$ cat src/hdl/fys_pkg.sv
// ----------------------------------------------------------------------------
// Shuffle engine package
// Sizes, register map, sequencer states and the command structs shared by
// the store, the remainder unit and the top level.
// ----------------------------------------------------------------------------
package fys_pkg;

   // list capacity and derived widths
   localparam int MAX_ITEMS = 32;
   localparam int IDX_W     = $clog2(MAX_ITEMS);
   localparam int CNT_W     = $clog2(MAX_ITEMS + 1);

   // field widths
   localparam int VAL_W  = 8;
   localparam int RND_W  = 8;
   localparam int MODE_W = 1;
   localparam int PCNT_W = 7;
   localparam int STEP_W = $clog2(RND_W);

   // register port
   localparam int REG_IDX_W = 1;
   localparam int ADDR_W    = REG_IDX_W + 2;
   localparam int CSR_W     = 32;

   localparam logic [REG_IDX_W-1:0] REG_SHUFFLE_MODE  = 1'b0;
   localparam logic [REG_IDX_W-1:0] REG_PARTIAL_COUNT = 1'b1;

   // shuffle modes
   localparam logic [MODE_W-1:0] MODE_FULL    = 1'b0;
   localparam logic [MODE_W-1:0] MODE_PARTIAL = 1'b1;

   // sequencer states
   typedef enum logic [3:0] {
      ST_LOAD,
      ST_SETUP,
      ST_MOD_START,
      ST_MOD_WAIT,
      ST_RD_J,
      ST_WR_I,
      ST_WR_J,
      ST_OUT_RD,
      ST_OUT_LD
   } fys_state_type;

   // one store port: a write and a registered read per cycle
   typedef struct packed {
      logic             we;
      logic [IDX_W-1:0] waddr;
      logic [VAL_W-1:0] wdata;
      logic             re;
      logic [IDX_W-1:0] raddr;
   } fys_mem_cmd_type;

   // remainder unit request and status
   typedef struct packed {
      logic             start;
      logic [RND_W-1:0] dividend;
      logic [CNT_W-1:0] divisor;
   } fys_div_req_type;

   typedef struct packed {
      logic             busy;
      logic             done;
      logic [CNT_W-1:0] remainder;
   } fys_div_rsp_type;

endpackage

$ cat src/hdl/fys_store.sv
// ----------------------------------------------------------------------------
// Shuffle engine list store
// Element memory and random byte memory, one write and one registered read
// port each.
// ----------------------------------------------------------------------------
module fys_store (
   input  logic                          clock,
   input  fys_pkg::fys_mem_cmd_type      elem_cmd,
   input  fys_pkg::fys_mem_cmd_type      rand_cmd,
   output logic [fys_pkg::VAL_W-1:0]     elem_rdata,
   output logic [fys_pkg::VAL_W-1:0]     rand_rdata
);

   logic [fys_pkg::VAL_W-1:0] elem_mem [fys_pkg::MAX_ITEMS];
   logic [fys_pkg::VAL_W-1:0] rand_mem [fys_pkg::MAX_ITEMS];
   logic [fys_pkg::VAL_W-1:0] elem_rdata_ff;
   logic [fys_pkg::VAL_W-1:0] rand_rdata_ff;

   // element memory
   always_ff @(posedge clock) begin
      if (elem_cmd.we) begin
         elem_mem[elem_cmd.waddr] <= elem_cmd.wdata;
      end
      if (elem_cmd.re) begin
         elem_rdata_ff <= elem_mem[elem_cmd.raddr];
      end
   end

   // random byte memory
   always_ff @(posedge clock) begin
      if (rand_cmd.we) begin
         rand_mem[rand_cmd.waddr] <= rand_cmd.wdata;
      end
      if (rand_cmd.re) begin
         rand_rdata_ff <= rand_mem[rand_cmd.raddr];
      end
   end

   assign elem_rdata = elem_rdata_ff;
   assign rand_rdata = rand_rdata_ff;

endmodule

$ cat src/hdl/fys_rem_unit.sv
// ----------------------------------------------------------------------------
// Shuffle engine remainder unit
// Bit-serial restoring division of the random byte by a list span; one
// dividend bit per cycle, remainder only.
// ----------------------------------------------------------------------------
module fys_rem_unit (
   input  logic                     clock,
   input  logic                     reset,
   input  fys_pkg::fys_div_req_type div_req,
   output fys_pkg::fys_div_rsp_type div_rsp
);

   logic                        busy_ff, busy_in;
   logic                        done_ff, done_in;
   logic [fys_pkg::STEP_W-1:0]  step_ff, step_in;
   logic [fys_pkg::RND_W-1:0]   dvd_ff, dvd_in;
   logic [fys_pkg::CNT_W-1:0]   dsr_ff, dsr_in;
   logic [fys_pkg::CNT_W-1:0]   rem_ff, rem_in;
   logic [fys_pkg::CNT_W:0]     trial;
   logic [fys_pkg::CNT_W:0]     diff;
   logic                        fits;

   // shift in the next dividend bit and try the subtract
   assign trial = {rem_ff, dvd_ff[fys_pkg::RND_W-1]};
   assign diff  = trial - {1'b0, dsr_ff};
   assign fits  = (trial >= {1'b0, dsr_ff});

   always_comb begin
      busy_in = busy_ff;
      done_in = 1'b0;
      step_in = step_ff;
      dvd_in  = dvd_ff;
      dsr_in  = dsr_ff;
      rem_in  = rem_ff;
      if (div_req.start) begin
         busy_in = 1'b1;
         step_in = '0;
         dvd_in  = div_req.dividend;
         dsr_in  = div_req.divisor;
         rem_in  = '0;
      end else if (busy_ff) begin
         dvd_in  = {dvd_ff[fys_pkg::RND_W-2:0], 1'b0};
         rem_in  = fits ? diff[fys_pkg::CNT_W-1:0] : trial[fys_pkg::CNT_W-1:0];
         step_in = step_ff + fys_pkg::STEP_W'(1);
         if (step_ff == fys_pkg::STEP_W'(fys_pkg::RND_W - 1)) begin
            busy_in = 1'b0;
            done_in = 1'b1;
         end
      end
   end

   always_ff @(posedge clock) begin
      if (reset) begin
         busy_ff <= 1'b0;
         done_ff <= 1'b0;
         step_ff <= '0;
      end else begin
         busy_ff <= busy_in;
         done_ff <= done_in;
         step_ff <= step_in;
      end
   end

   // operands need no reset
   always_ff @(posedge clock) begin
      dvd_ff <= dvd_in;
      dsr_ff <= dsr_in;
      rem_ff <= rem_in;
   end

   assign div_rsp.busy      = busy_ff;
   assign div_rsp.done      = done_ff;
   assign div_rsp.remainder = rem_ff;

`ifndef SYNTH
   // a new division never starts over a running one or with a zero divisor
   a_start_idle: assert property (@(posedge clock) disable iff (reset)
      div_req.start |-> (!busy_ff && div_req.divisor != '0))
      else $error("remainder unit started while busy or with zero divisor");

   // the remainder handed back is below the divisor
   a_rem_range: assert property (@(posedge clock) disable iff (reset)
      done_ff |-> (rem_ff < dsr_ff))
      else $error("remainder not below divisor");
`endif

endmodule

$ cat src/hdl/fisher_yates_shuffle_engine.sv
// ----------------------------------------------------------------------------
// Fisher-Yates shuffle engine
// Loads a list of bytes with one random byte each, permutes it in place
// with a full or a partial shuffle and streams the permuted list out.
//
//   channel  dir  handshake          payload
//   req_     in   tvalid/tready      tdata[7:0] element, [15:8] random; tlast
//   rsp_     out  tvalid/tready      tdata[7:0] element; tlast on final word
//   csr_     in   psel/penable       mode at 0x0, partial count at 0x4
//
// Loading takes one word per cycle until tlast. After a setup state the
// shuffle runs one swap after another: each has a start state, a wait on the
// bit-serial remainder unit and the read-read-write-write swap on the one
// element port; n-1 swaps in full mode and min(k,n) in partial mode, none
// for lists under two words. Output reads each word through the element
// read port, then loads it into the output register.
// Synchronous reset empties the list; memories are not cleared. Output
// stalls hold the sequencer; req_tready is high only while loading.
// ----------------------------------------------------------------------------
module fisher_yates_shuffle_engine (
   input  logic                      clock,
   input  logic                      reset,
   // input words
   input  logic                      req_tvalid,
   output logic                      req_tready,
   input  logic [15:0]               req_tdata,   // [7:0] element_value, [15:8] rand_byte
   input  logic                      req_tlast,
   // result words
   output logic                      rsp_tvalid,
   input  logic                      rsp_tready,
   output logic [7:0]                rsp_tdata,   // [7:0] out_value
   output logic                      rsp_tlast,
   // register port
   input  logic                      csr_psel,
   input  logic                      csr_penable,
   input  logic                      csr_pwrite,
   input  logic [fys_pkg::ADDR_W-1:0] csr_paddr,
   input  logic [fys_pkg::CSR_W-1:0] csr_pwdata,
   output logic [fys_pkg::CSR_W-1:0] csr_prdata,
   output logic                      csr_pready
);

   fys_pkg::fys_state_type          state_ff, state_in;
   logic [fys_pkg::CNT_W-1:0]       cnt_ff, cnt_in;
   logic [fys_pkg::CNT_W-1:0]       k_ff, k_in;
   logic [fys_pkg::IDX_W-1:0]       i_ff, i_in;
   logic [fys_pkg::IDX_W-1:0]       j_ff, j_in;
   logic [fys_pkg::IDX_W-1:0]       m_ff, m_in;
   logic [fys_pkg::IDX_W-1:0]       p_ff, p_in;
   logic [fys_pkg::VAL_W-1:0]       vi_ff, vi_in;
   logic [fys_pkg::MODE_W-1:0]      mode_ff;
   logic [fys_pkg::PCNT_W-1:0]      pcnt_ff;
   logic                            rsp_valid_ff, rsp_valid_in;
   logic [fys_pkg::VAL_W-1:0]       rsp_data_ff, rsp_data_in;
   logic                            rsp_last_ff, rsp_last_in;

   fys_pkg::fys_mem_cmd_type        elem_cmd;
   fys_pkg::fys_mem_cmd_type        rand_cmd;
   logic [fys_pkg::VAL_W-1:0]       elem_rdata;
   logic [fys_pkg::VAL_W-1:0]       rand_rdata;
   fys_pkg::fys_div_req_type        div_req;
   fys_pkg::fys_div_rsp_type        div_rsp;

   logic                            req_fire;
   logic                            csr_wr;
   logic                            full_mode;
   logic [fys_pkg::CNT_W-1:0]       k_calc;
   logic                            last_step;
   logic                            rsp_free;

   fys_store u_store (
      .clock      (clock),
      .elem_cmd   (elem_cmd),
      .rand_cmd   (rand_cmd),
      .elem_rdata (elem_rdata),
      .rand_rdata (rand_rdata)
   );

   fys_rem_unit u_rem (
      .clock   (clock),
      .reset   (reset),
      .div_req (div_req),
      .div_rsp (div_rsp)
   );

   // register port
   assign csr_pready = 1'b1;
   assign csr_wr     = csr_psel & csr_penable & csr_pwrite & csr_pready;

   always_ff @(posedge clock) begin
      if (reset) begin
         mode_ff <= fys_pkg::MODE_FULL;
         pcnt_ff <= '0;
      end else if (csr_wr) begin
         case (csr_paddr[fys_pkg::ADDR_W-1:2])
            fys_pkg::REG_SHUFFLE_MODE: begin
               mode_ff <= csr_pwdata[fys_pkg::MODE_W-1:0];
            end
            fys_pkg::REG_PARTIAL_COUNT: begin
               pcnt_ff <= csr_pwdata[fys_pkg::PCNT_W-1:0];
            end
            default: begin
            end
         endcase
      end
   end

   always_comb begin
      case (csr_paddr[fys_pkg::ADDR_W-1:2])
         fys_pkg::REG_SHUFFLE_MODE:  csr_prdata = fys_pkg::CSR_W'(mode_ff);
         fys_pkg::REG_PARTIAL_COUNT: csr_prdata = fys_pkg::CSR_W'(pcnt_ff);
         default:                    csr_prdata = '0;
      endcase
   end

   // shared decode
   assign req_tready = (state_ff == fys_pkg::ST_LOAD);
   assign req_fire   = req_tvalid & req_tready;
   assign full_mode  = (mode_ff == fys_pkg::MODE_FULL);
   assign k_calc     = (pcnt_ff > fys_pkg::PCNT_W'(cnt_ff)) ? cnt_ff
                                                            : fys_pkg::CNT_W'(pcnt_ff);
   assign last_step  = full_mode ? (i_ff == fys_pkg::IDX_W'(1))
                                 : ((fys_pkg::CNT_W'(i_ff) + fys_pkg::CNT_W'(1)) == k_ff);
   assign rsp_free   = ~rsp_valid_ff | rsp_tready;

   // sequencer
   always_comb begin
      state_in     = state_ff;
      cnt_in       = cnt_ff;
      k_in         = k_ff;
      i_in         = i_ff;
      j_in         = j_ff;
      m_in         = m_ff;
      p_in         = p_ff;
      vi_in        = vi_ff;
      rsp_valid_in = rsp_valid_ff & ~rsp_tready;
      rsp_data_in  = rsp_data_ff;
      rsp_last_in  = rsp_last_ff;
      elem_cmd     = '0;
      rand_cmd     = '0;
      div_req      = '0;

      case (state_ff)
         // store words; drop them once the list is full
         fys_pkg::ST_LOAD: begin
            if (req_fire) begin
               if (cnt_ff < fys_pkg::CNT_W'(fys_pkg::MAX_ITEMS)) begin
                  elem_cmd.we    = 1'b1;
                  elem_cmd.waddr = fys_pkg::IDX_W'(cnt_ff);
                  elem_cmd.wdata = req_tdata[fys_pkg::VAL_W-1:0];
                  rand_cmd.we    = 1'b1;
                  rand_cmd.waddr = fys_pkg::IDX_W'(cnt_ff);
                  rand_cmd.wdata = req_tdata[fys_pkg::VAL_W +: fys_pkg::RND_W];
                  cnt_in         = cnt_ff + fys_pkg::CNT_W'(1);
               end
               if (req_tlast) begin
                  state_in = fys_pkg::ST_SETUP;
               end
            end
         end

         // pick the first swap or skip straight to output
         fys_pkg::ST_SETUP: begin
            if (cnt_ff < fys_pkg::CNT_W'(2) || (!full_mode && k_calc == '0)) begin
               p_in     = '0;
               state_in = fys_pkg::ST_OUT_RD;
            end else begin
               k_in           = k_calc;
               i_in           = full_mode ? fys_pkg::IDX_W'(cnt_ff - fys_pkg::CNT_W'(1)) : '0;
               m_in           = '0;
               rand_cmd.re    = 1'b1;
               rand_cmd.raddr = '0;
               state_in       = fys_pkg::ST_MOD_START;
            end
         end

         // reduce the random byte by the span of this step
         fys_pkg::ST_MOD_START: begin
            div_req.start    = 1'b1;
            div_req.dividend = rand_rdata;
            div_req.divisor  = full_mode ? (fys_pkg::CNT_W'(i_ff) + fys_pkg::CNT_W'(1))
                                         : (cnt_ff - fys_pkg::CNT_W'(i_ff));
            state_in         = fys_pkg::ST_MOD_WAIT;
         end

         // form the partner index and fetch element i
         fys_pkg::ST_MOD_WAIT: begin
            if (div_rsp.done) begin
               j_in = full_mode ? fys_pkg::IDX_W'(div_rsp.remainder)
                                : i_ff + fys_pkg::IDX_W'(div_rsp.remainder);
               elem_cmd.re    = 1'b1;
               elem_cmd.raddr = i_ff;
               state_in       = fys_pkg::ST_RD_J;
            end
         end

         // hold element i and fetch element j
         fys_pkg::ST_RD_J: begin
            vi_in          = elem_rdata;
            elem_cmd.re    = 1'b1;
            elem_cmd.raddr = j_ff;
            state_in       = fys_pkg::ST_WR_I;
         end

         fys_pkg::ST_WR_I: begin
            elem_cmd.we    = 1'b1;
            elem_cmd.waddr = i_ff;
            elem_cmd.wdata = elem_rdata;
            state_in       = fys_pkg::ST_WR_J;
         end

         // finish the swap and advance to the next step
         fys_pkg::ST_WR_J: begin
            elem_cmd.we    = 1'b1;
            elem_cmd.waddr = j_ff;
            elem_cmd.wdata = vi_ff;
            if (last_step) begin
               p_in     = '0;
               state_in = fys_pkg::ST_OUT_RD;
            end else begin
               i_in           = full_mode ? i_ff - fys_pkg::IDX_W'(1)
                                          : i_ff + fys_pkg::IDX_W'(1);
               m_in           = m_ff + fys_pkg::IDX_W'(1);
               rand_cmd.re    = 1'b1;
               rand_cmd.raddr = m_ff + fys_pkg::IDX_W'(1);
               state_in       = fys_pkg::ST_MOD_START;
            end
         end

         fys_pkg::ST_OUT_RD: begin
            elem_cmd.re    = 1'b1;
            elem_cmd.raddr = p_ff;
            state_in       = fys_pkg::ST_OUT_LD;
         end

         // move the word into the output register once it is free
         fys_pkg::ST_OUT_LD: begin
            if (rsp_free) begin
               rsp_valid_in = 1'b1;
               rsp_data_in  = elem_rdata;
               rsp_last_in  = ((fys_pkg::CNT_W'(p_ff) + fys_pkg::CNT_W'(1)) == cnt_ff);
               if (rsp_last_in) begin
                  cnt_in   = '0;
                  state_in = fys_pkg::ST_LOAD;
               end else begin
                  p_in     = p_ff + fys_pkg::IDX_W'(1);
                  state_in = fys_pkg::ST_OUT_RD;
               end
            end
         end

         default: begin
            state_in = fys_pkg::ST_LOAD;
         end
      endcase
   end

   always_ff @(posedge clock) begin
      if (reset) begin
         state_ff     <= fys_pkg::ST_LOAD;
         cnt_ff       <= '0;
         rsp_valid_ff <= 1'b0;
      end else begin
         state_ff     <= state_in;
         cnt_ff       <= cnt_in;
         rsp_valid_ff <= rsp_valid_in;
      end
   end

   // indexes and payload need no reset
   always_ff @(posedge clock) begin
      k_ff        <= k_in;
      i_ff        <= i_in;
      j_ff        <= j_in;
      m_ff        <= m_in;
      p_ff        <= p_in;
      vi_ff       <= vi_in;
      rsp_data_ff <= rsp_data_in;
      rsp_last_ff <= rsp_last_in;
   end

   assign rsp_tvalid = rsp_valid_ff;
   assign rsp_tdata  = rsp_data_ff;
   assign rsp_tlast  = rsp_last_ff;

`ifndef SYNTH
   // a swap partner always lies inside the loaded list
   a_j_in_list: assert property (@(posedge clock) disable iff (reset)
      (state_ff == fys_pkg::ST_WR_I) |-> (fys_pkg::CNT_W'(j_ff) < cnt_ff))
      else $error("swap partner outside the loaded list");

   // the last word closes the input side
   a_close_on_last: assert property (@(posedge clock) disable iff (reset)
      (req_fire && req_tlast) |=> !req_tready)
      else $error("input still open after last word");

   // fill count never passes capacity
   a_cnt_cap: assert property (@(posedge clock) disable iff (reset)
      cnt_ff <= fys_pkg::CNT_W'(fys_pkg::MAX_ITEMS))
      else $error("fill count beyond capacity");
`endif

endmodule

$ cat config.mk
export PLATFORM = sky130hd
export DESIGN_NAME = fisher_yates_shuffle_engine
export DESIGN_NICKNAME = d
export VERILOG_FILES = /design/src/hdl/fys_pkg.sv /design/src/hdl/fys_store.sv /design/src/hdl/fys_rem_unit.sv /design/src/hdl/fisher_yates_shuffle_engine.sv
export SDC_FILE = /design/constraint.sdc
export NUM_CORES = 1
export LEC_CHECK = 0
export BUFFER_PORTS_ARGS = -buffer_cell sky130_fd_sc_hd__buf_2
export CAP_MARGIN = 20
export CORE_MARGIN = 2
export CORE_UTILIZATION = 47
export CTS_BUF_LIST = sky130_fd_sc_hd__clkbuf_8
export DETAILED_ROUTE_END_ITERATION = 10
export SYNTH_ARGS = -nofsm -noshare
export SYNTH_HDL_FRONTEND = slang
export SYNTH_HIERARCHICAL = 1
export SYNTH_SLANG_ARGS = --single-unit
$ cat constraint.sdc
create_clock -name clock -period 10.1 [get_ports clock]
set_clock_uncertainty 0.2 [all_clocks]
set_input_delay 1.01 -clock clock [delete_from_list [all_inputs] [get_ports clock]]
set_output_delay 1.01 -clock clock [all_outputs]
set_load 0.005 [all_outputs]
==> results of run 1 <==
[worst paths after layout]
kind | cells after the start | endpoint | start | slack (ns)
worst max register to register | 8 | u_store/rand_rdata[2] | state_ff[0] | 4.80
worst min-delay path | 0 | rsp_tdata[1] | u_store/elem_rdata[1] | 0.28
worst max-delay path | 8 | u_store/rand_rdata[2] | state_ff[0] | 4.80
worst min register to register | 0 | rsp_tdata[1] | u_store/elem_rdata[1] | 0.28
[per-layer routing]
metal | up-vias | part of all wire
li1 | 5964 | -
met1 | 6934 | 0.46
met2 | 401 | 0.46
met3 | 86 | 0.057
met4 | 0 | 0.024
met5 | - | 0
[report_power, final]
group / internal [mW] / switching (mW)
clock network: 1.05 / 0.965
logic: 0.338 / 0.500
registers: 2.99 / 0.0713
[cell type report]
cell class | count | area (um2)
Fill cell | 4438 | 25870
Sequential cell | 615 | 18170
Multi-Input combinational cell | 711 | 7326
Clock buffer | 103 | 1418
Tap cell | 748 | 935.9
Timing Repair Buffer | 76 | 615.6
Clock inverter | 81 | 450.4
Inverter | 53 | 201.4
Antenna cell | 2 | 5.005
[state kept, by name (all words and copies together), names as in the netlist, 6 cells and up]
signal / count
k_ff: 6
rsp_tdata: 8
u_store/rand_mem: 256
u_store/rand_rdata: 8
u_rem/dsr_ff: 6
vi_ff: 8
u_rem/dvd_ff: 8
u_store/elem_mem: 256
u_store/elem_rdata: 8
cnt_ff: 6
u_rem/rem_ff: 6
pcnt_ff: 7
[cell usage in the layout (no fill, tap or decap), types with 28 or more instances in the layout]
cell,instances
sky130_fd_sc_hd__edfxtp_1,585
sky130_fd_sc_hd__dfxtp_1,30
sky130_fd_sc_hd__a21oi_1,28
sky130_fd_sc_hd__ha_1,31
sky130_fd_sc_hd__clkbuf_8,103
sky130_fd_sc_hd__buf_2,50
sky130_fd_sc_hd__nor2_1,107
sky130_fd_sc_hd__mux4_2,160
sky130_fd_sc_hd__inv_1,83
sky130_fd_sc_hd__nand2_1,46
[per-stage QoR]
step | area, um2 | hold WS, ns | total power, mW
6_report | 29120 | 0.2816 | 5.919
4_1_cts | 28850 | 0.2822 | 5.949
3_5_place_dp | 26980 | 0.2761 | 3.919
3_3_place_gp | 26970 | 0.2550 | 3.895
2_1_floorplan | 26200 | 0.2457 | 3.672
5_1_grt | 29120 | 0.2929 | 6.176
[critical path, delay by kind of cell (launching register included)]
family	cells	cell delay, ns
buf+inv	2	1.27
mux	3	1.45
flops	1	0.47
simple gates	3	1.59
==> load_flow_metrics.sql, run 1 <==
INSERT INTO impl_metrics (metric_group, metric, value, unit) VALUES
('detailed_routing', 'wl_per_cell', '23.06', 'um'),
('detailed_routing', 'route.final.wire_length', '55.10', 'mm'),
('grt', 'grtUsageTotal', '0.1958', ''),
('detailed_routing', 'vias_per_cell', '5.603', ''),
('layout', 'syn_to_final_growth', '11.51', '%'),
('grt', 'grtUsageMet1', '0.2871', ''),
('flow_run', 'max-cap-violations', '0', ''),
('detailed_routing', 'route.vias.total', '13385', ''),
('sta', 'least_setup_slack_across_all_paths_after_layout', '4.802', 'ns'),
('grt', 'globalRoute.busiestLayer', 'met2', ''),
('synthesis', 'yosysWarningCount', '6', ''),
('synthesis', 'postSynthAreaPerCell', '18.01', 'um2'),
('power', 'vdd_drop_max', '0.1170', 'mV'),
('layout', 'fin_util', '0.5296', ''),
('status', 'outcome', 'finished clean', ''),
('place', 'preCtsSetupSlack', '4.785', 'ns'),
('detailed_routing', 'antenna_violating_nets_post_route', '0', ''),
('critical_path', 'max_stage_delay_cell_worst_path', 'sky130_fd_sc_hd__nor2_1', ''),
('critical_path', 'timing.setup.critical_path_class', 'reg -> reg', ''),
('grt', 'globalRouteMet2Util', '0.2958', ''),
('sta', 'unrepaired_setup_endpoints_after_global_routing', 'false', ''),
('grt', 'grt_max_degree', '65', ''),
('sta', 'slew_at_the_pin_with_the_worst_max_slew_slack', '1.033', 'ns'),
('detailed_routing', 'detailedRoute.firstIterationViolations', '1096', ''),
('sta', 'fmax', '188.7', 'MHz'),
('grt', 'number_of_global_route_vias_before_repair', '13343', ''),
('place', 'place.detailed.hpwl', '34.40', 'mm'),
('sta', 'timing_hold_violations_final', '0', ''),
('place', 'dpl.cell_count', '2190', ''),
('clock_network', 'cts.htree.levels', '3', ''),
('power', 'cellLeakagePower', '9.610', 'nW'),
('floorplanning', 'ios', '103', ''),
('floorplanning', 'dieArea', '57460', 'um2'),
('clock_network', 'cts-buffers-inserted', '101', ''),
('clock_network', 'number_of_cells_upsized_or_downsized_after_cts', '0', ''),
('clock_network', 'cts_tree', 'built', ''),
('synthesis', 'synth_cells', '1450', ''),
('floorplanning', 'die-width', '239.7', 'um'),
('detailed_routing', 'drt_pass1_iterations', '7', ''),
('detailed_routing', 'drt_drc_violations_left', '0', ''),
('floorplanning', 'die_height', '239.7', 'um'),
('sta', 'slew_headroom', '0.3113', ''),
('critical_path', 'setup.worst_path.start_class', 'register', ''),
('clock_network', 'cts_sinks', '615', ''),
('grt', 'global_route.overflow_total', '0', ''),
('synthesis', 'synthesis.area', '26110', 'um2'),
('place', 'numPortBuffers', '49', ''),
('floorplanning', 'start_util', '0.4749', ''),
('sta', 'tns', '0', 'ns'),
('floorplanning', 'std_cell_rows', '86', ''),
('sta', 'final_period_utilization', '0.5246', ''),
('sta', 'finalWorstPathRequiredPeriod', '5.298', 'ns'),
('floorplanning', 'fp.coreArea', '54990', 'um2'),
('clock_network', 'clk_root_buffer_cell', 'sky130_fd_sc_hd__clkbuf_8', ''),
('sta', 'finalMaxSlewViolations', '0', ''),
('grt', 'global_route_wire_length_before_repair', '82.54', 'mm'),
('layout', 'num-nets-final', '1651', ''),
('layout', 'drive_above_1_share', '0.2605', ''),
('clock_network', 'worstSkewPairLatency', '0.68', 'ns'),
('min_path', 'hold_path_class', 'reg -> reg', ''),
('critical_path', 'slowest_delay', '0.65', 'ns'),
('power', 'power_per_cell_area', '203.3', 'nW/um2'),
('layout', 'finish.cell_count_without_fillers', '2389', ''),
('clock_network', 'post_cts_hold_buffer_count', '0', ''),
('critical_path', 'data_arrival_time_at_the_worst_slack_endpoint', '5.52', 'ns'),
('clock_network', 'post_cts_repair_timing_setup_buffer_count', '0', ''),
('place', 'gp_congestion', '0.7989', ''),
('critical_path', 'crit_path_max_fanout', '36', ''),
('critical_path', 'worst_setup_path_end_kind', 'register', ''),
('grt', 'grt_util_met3', '0.04022', ''),
('clock_network', 'clock_path_buffers', '3', ''),
('sta', 'finalSetupViolations', '0', ''),
('grt', 'antenna_violations_before_repair', '2', ''),
('clock_network', 'clk_transition_reported_paths', '0.06', 'ns'),
('critical_path', 'critPathRequiredTime', '10.32', 'ns'),
('critical_path', 'timing.critical_path.cells', 'nor2_1, nand3_1, nor3_2, buf_4, buf_4, mux4_2, mux4_2, mux2_2', '');
No activity file was read; power rests on OpenSTA's default activity.
==> inputs of run 2 (changes only) <==
--- a/config.mk
+++ b/config.mk
@@ -11,6 +11,7 @@
 export CORE_UTILIZATION = 47
 export CTS_BUF_LIST = sky130_fd_sc_hd__clkbuf_8
 export DETAILED_ROUTE_END_ITERATION = 10
+export PLACE_DENSITY = 0.66
 export SYNTH_ARGS = -nofsm -noshare
 export SYNTH_HDL_FRONTEND = slang
 export SYNTH_HIERARCHICAL = 1
==> constraint.sdc (replaced) <==
create_clock -name clock -period 4.42 [get_ports clock]
set_clock_uncertainty 0.2 [all_clocks]
set_input_delay 0.442 -clock clock [delete_from_list [all_inputs] [get_ports clock]]
set_output_delay 0.442 -clock clock [all_outputs]
set_load 0.005 [all_outputs]
==> load_flow_metrics.sql, run 2 (synthesis results as in run 1) <==
INSERT INTO impl_metrics (metric_group, metric, value, unit) VALUES
('power', 'power_frac_comb', '0.146', ''),
('clock_network', 'clk_transition_reported_paths', '0.06', 'ns'),
('sta', 'unrepaired_setup_endpoints_after_global_routing', 'false', ''),
('detailed_routing', 'vias_per_cell', '5.561', ''),
('detailed_routing', 'drt_drc_violations_left', '0', ''),
('flow_run', 'max-cap-violations', '0', ''),
('layout', 'multi_input_combinational_cell_area', '7332', 'um2'),
('sta', 'finalMaxSlewViolations', '0', ''),
('place', 'gp_congestion', '0.8281', ''),
('layout', 'layout.area.seq', '18170', 'um2'),
('floorplanning', 'fp.coreArea', '54990', 'um2'),
('min_path', 'hold_path_class', 'in -> reg', ''),
('critical_path', 'worstSetupStartpoint', 'i_ff[1]', ''),
('detailed_routing', 'route.final.wire_length', '56.65', 'mm'),
('sta', 'least_setup_slack_across_all_paths_after_layout', '0.3260', 'ns'),
('sta', 'slew_at_the_pin_with_the_worst_max_slew_slack', '1.023', 'ns'),
('floorplanning', 'die_height', '239.7', 'um'),
('power', 'power_per_cell_area', '447.2', 'nW/um2'),
('critical_path', 'regToRegStartpoint', 'i_ff[1]', ''),
('sta', 'slew_headroom', '0.3171', ''),
('layout', 'num-nets-final', '1742', ''),
('clock_network', 'cts.htree.levels', '3', ''),
('layout', 'antennaDiodeCount', '0', ''),
('clock_network', 'clock_path_buffers', '3', ''),
('floorplanning', 'std_cell_rows', '86', ''),
('detailed_routing', 'detailedRoute.firstIterationViolations', '1427', ''),
('power', 'net-switching-power', '3.499', 'mW'),
('grt', 'global_route.overflow_total', '0', ''),
('floorplanning', 'ios', '103', ''),
('power', 'cellLeakagePower', '10.05', 'nW'),
('clock_network', 'worstSkewPairLatency', '0.71', 'ns'),
('sta', 'tns', '0', 'ns'),
('detailed_routing', 'route.vias.total', '13740', ''),
('critical_path', 'worst_setup_path_end_kind', 'register', ''),
('layout', 'layout_commonest_cell', 'sky130_fd_sc_hd__edfxtp_1', ''),
('sta', 'fmax', '244.3', 'MHz'),
('clock_network', 'cts_tree', 'built', ''),
('grt', 'grtUsageTotal', '0.2021', ''),
('place', 'preCtsSetupSlack', '0.3079', 'ns'),
('place', 'place.detailed.hpwl', '35.60', 'mm'),
('power', 'cell_internal_pwr', '9.828', 'mW'),
('grt', 'grt_max_degree', '65', ''),
('sta', 'timing_hold_violations_final', '0', ''),
('layout', 'syn_to_final_growth', '14.11', '%'),
('clock_network', 'cts-buffers-inserted', '99', ''),
('detailed_routing', 'wl_per_cell', '22.92', 'um'),
('power', 'sw_frac_of_total', '0.2625', ''),
('detailed_routing', 'antenna_violating_nets_post_route', '0', ''),
('critical_path', 'critPathRequiredTime', '4.65', 'ns'),
('power', 'vdd_drop_max', '0.3147', 'mV'),
('place', 'numPortBuffers', '49', ''),
('grt', 'number_of_global_route_vias_before_repair', '13850', ''),
('min_path', 'hp-start', 'req_tvalid', ''),
('clock_network', 'cts_sinks', '615', ''),
('layout', 'finish.cell_count_without_fillers', '2471', ''),
('critical_path', 'crit_path_max_fanout', '64', ''),
('power', 'p_seq_frac', '0.524', ''),
('grt', 'antenna_violations_before_repair', '0', ''),
('layout', 'drive_above_1_share', '0.2826', ''),
('floorplanning', 'dieArea', '57460', 'um2'),
('critical_path', 'setup.worst_path.start_class', 'register', ''),
('layout', 'largestRegisters', 'u_store/elem_mem: 256 flops, u_store/rand_mem: 256 flops', ''),
('power', 'power_frac_clock', '0.330', ''),
('critical_path', 'timing.setup.critical_path_class', 'reg -> reg', ''),
('sta', 'final_period_utilization', '0.9262', ''),
('grt', 'global_route_wire_length_before_repair', '85.16', 'mm'),
('place', 'dpl.cell_count', '2270', ''),
('status', 'outcome', 'finished clean', ''),
('sta', 'finalSetupViolations', '0', ''),
('floorplanning', 'die-width', '239.7', 'um'),
('detailed_routing', 'drt_pass1_iterations', '7', ''),
('sta', 'finalWorstPathRequiredPeriod', '4.094', 'ns'),
('clock_network', 'clk_root_buffer_cell', 'sky130_fd_sc_hd__clkbuf_8', ''),
('layout', 'most-common-layout-cells', '585 x sky130_fd_sc_hd__edfxtp_1, 160 x sky130_fd_sc_hd__mux4_2, 107 x sky130_fd_sc_hd__nor2_1', ''),
('critical_path', 'data_arrival_time_at_the_worst_slack_endpoint', '4.32', 'ns'),
('floorplanning', 'start_util', '0.4749', ''),
('layout', 'n_fill_cell', '4298', '');
-- run 2: cell types whose count changed in the layout (fill, tap and decap cells not counted), moves of 2 or more --
| cell | previous run | this run |
|---|---|---|
| sky130_fd_sc_hd__clkbuf_8 | 103 | 101 |
| sky130_fd_sc_hd__inv_8 | 0 | 2 |
| sky130_fd_sc_hd__clkinv_1 | 21 | 24 |
| sky130_fd_sc_hd__buf_8 | 7 | 0 |
| sky130_fd_sc_hd__inv_1 | 83 | 85 |
| sky130_fd_sc_hd__diode_2 | 2 | 0 |
| sky130_fd_sc_hd__dlygate4sd3_1 | 0 | 19 |
| sky130_fd_sc_hd__buf_4 | 13 | 88 |
| sky130_fd_sc_hd__clkinv_2 | 19 | 8 |
| sky130_fd_sc_hd__bufinv_16 | 4 | 1 |
| sky130_fd_sc_hd__buf_12 | 0 | 6 |
-- run 2: path summary, 6_finish.rpt --
| kind | endpoint | slack, ns | cells after the start |
|---|---|---|---|
| worst min-delay path | state_ff[2] | 0.03 | 5 |
| worst max register to register | u_store/rand_rdata[5] | 0.33 | 12 |
| worst max-delay path | u_store/rand_rdata[5] | 0.33 | 12 |
| worst min register to register | rsp_tdata[0] | 0.31 | 0 |
-- run 2: layout make-up --
type,count,share of cell area
inverters,53,0.006761
clock inverters,74,0.01218
well taps,748,0.03141
repair buffers,169,0.04720
clock buffers,101,0.04665
multi-input cells,711,0.2461
flip-flops and latches,615,0.6097
-- run 2: timing repair --
action                                 4_1_cts  5_1_grt
buffers inserted                             0        0
endpoints found under the hold margin       13        2
gates resized for setup                      0        0
hold buffers                                17        2
-- run 2: per-layer routing --
layer / track usage / vias to the layer above / wire [um]
met1: 0.2810 / 7060 / 23810
li1: - / 6141 / -
met3: 0.04402 / 76 / 4368
met5: 0 / - / 0
met2: 0.3226 / 463 / 27540
met4: 0.05909 / 0 / 927
-- run 2: critical path, stage by stage, from the launching register on --
cell and delay, ns:
sky130_fd_sc_hd__edfxtp_1 0.38, sky130_fd_sc_hd__buf_4 0.17, sky130_fd_sc_hd__ha_1 0.21, sky130_fd_sc_hd__and3_1 0.23, sky130_fd_sc_hd__xnor2_2 0.15, sky130_fd_sc_hd__xnor2_1 0.19
sky130_fd_sc_hd__o31ai_4 0.52, sky130_fd_sc_hd__nor2_1 0.10, sky130_fd_sc_hd__and2_2 0.23, sky130_fd_sc_hd__buf_12 0.20, sky130_fd_sc_hd__mux4_2 0.37, sky130_fd_sc_hd__mux4_2 0.52
sky130_fd_sc_hd__mux2_2 0.29
-- run 2: power groups by stage --
stage               logic [mW]  clock network, mW  registers [mW]
global placement          1.81                  0            7.10
global route              2.13               4.76            7.01
floorplan                 1.36                  0            7.03
detailed placement        1.87                  0            7.11
CTS                       1.89               4.49            6.99
finish                    1.95               4.39            6.99
-- run 2: through the flow --
| stage | power [mW] | instance area, um2 | hold slack [ns] | utilization |
|---|---|---|---|---|
| final | 13.33 | 29800 | 0.03324 | 0.5419 |
| after global routing | 13.90 | 29800 | 0.02818 | 0.5419 |
| after detailed placement | 8.980 | 27660 | 0.2683 | 0.5031 |
| after floorplan | 8.390 | 26200 | 0.2457 | - |
| after CTS | 13.37 | 29590 | 0.01463 | 0.5381 |
| after global placement | 8.915 | 27660 | 0.2639 | 0.5031 |
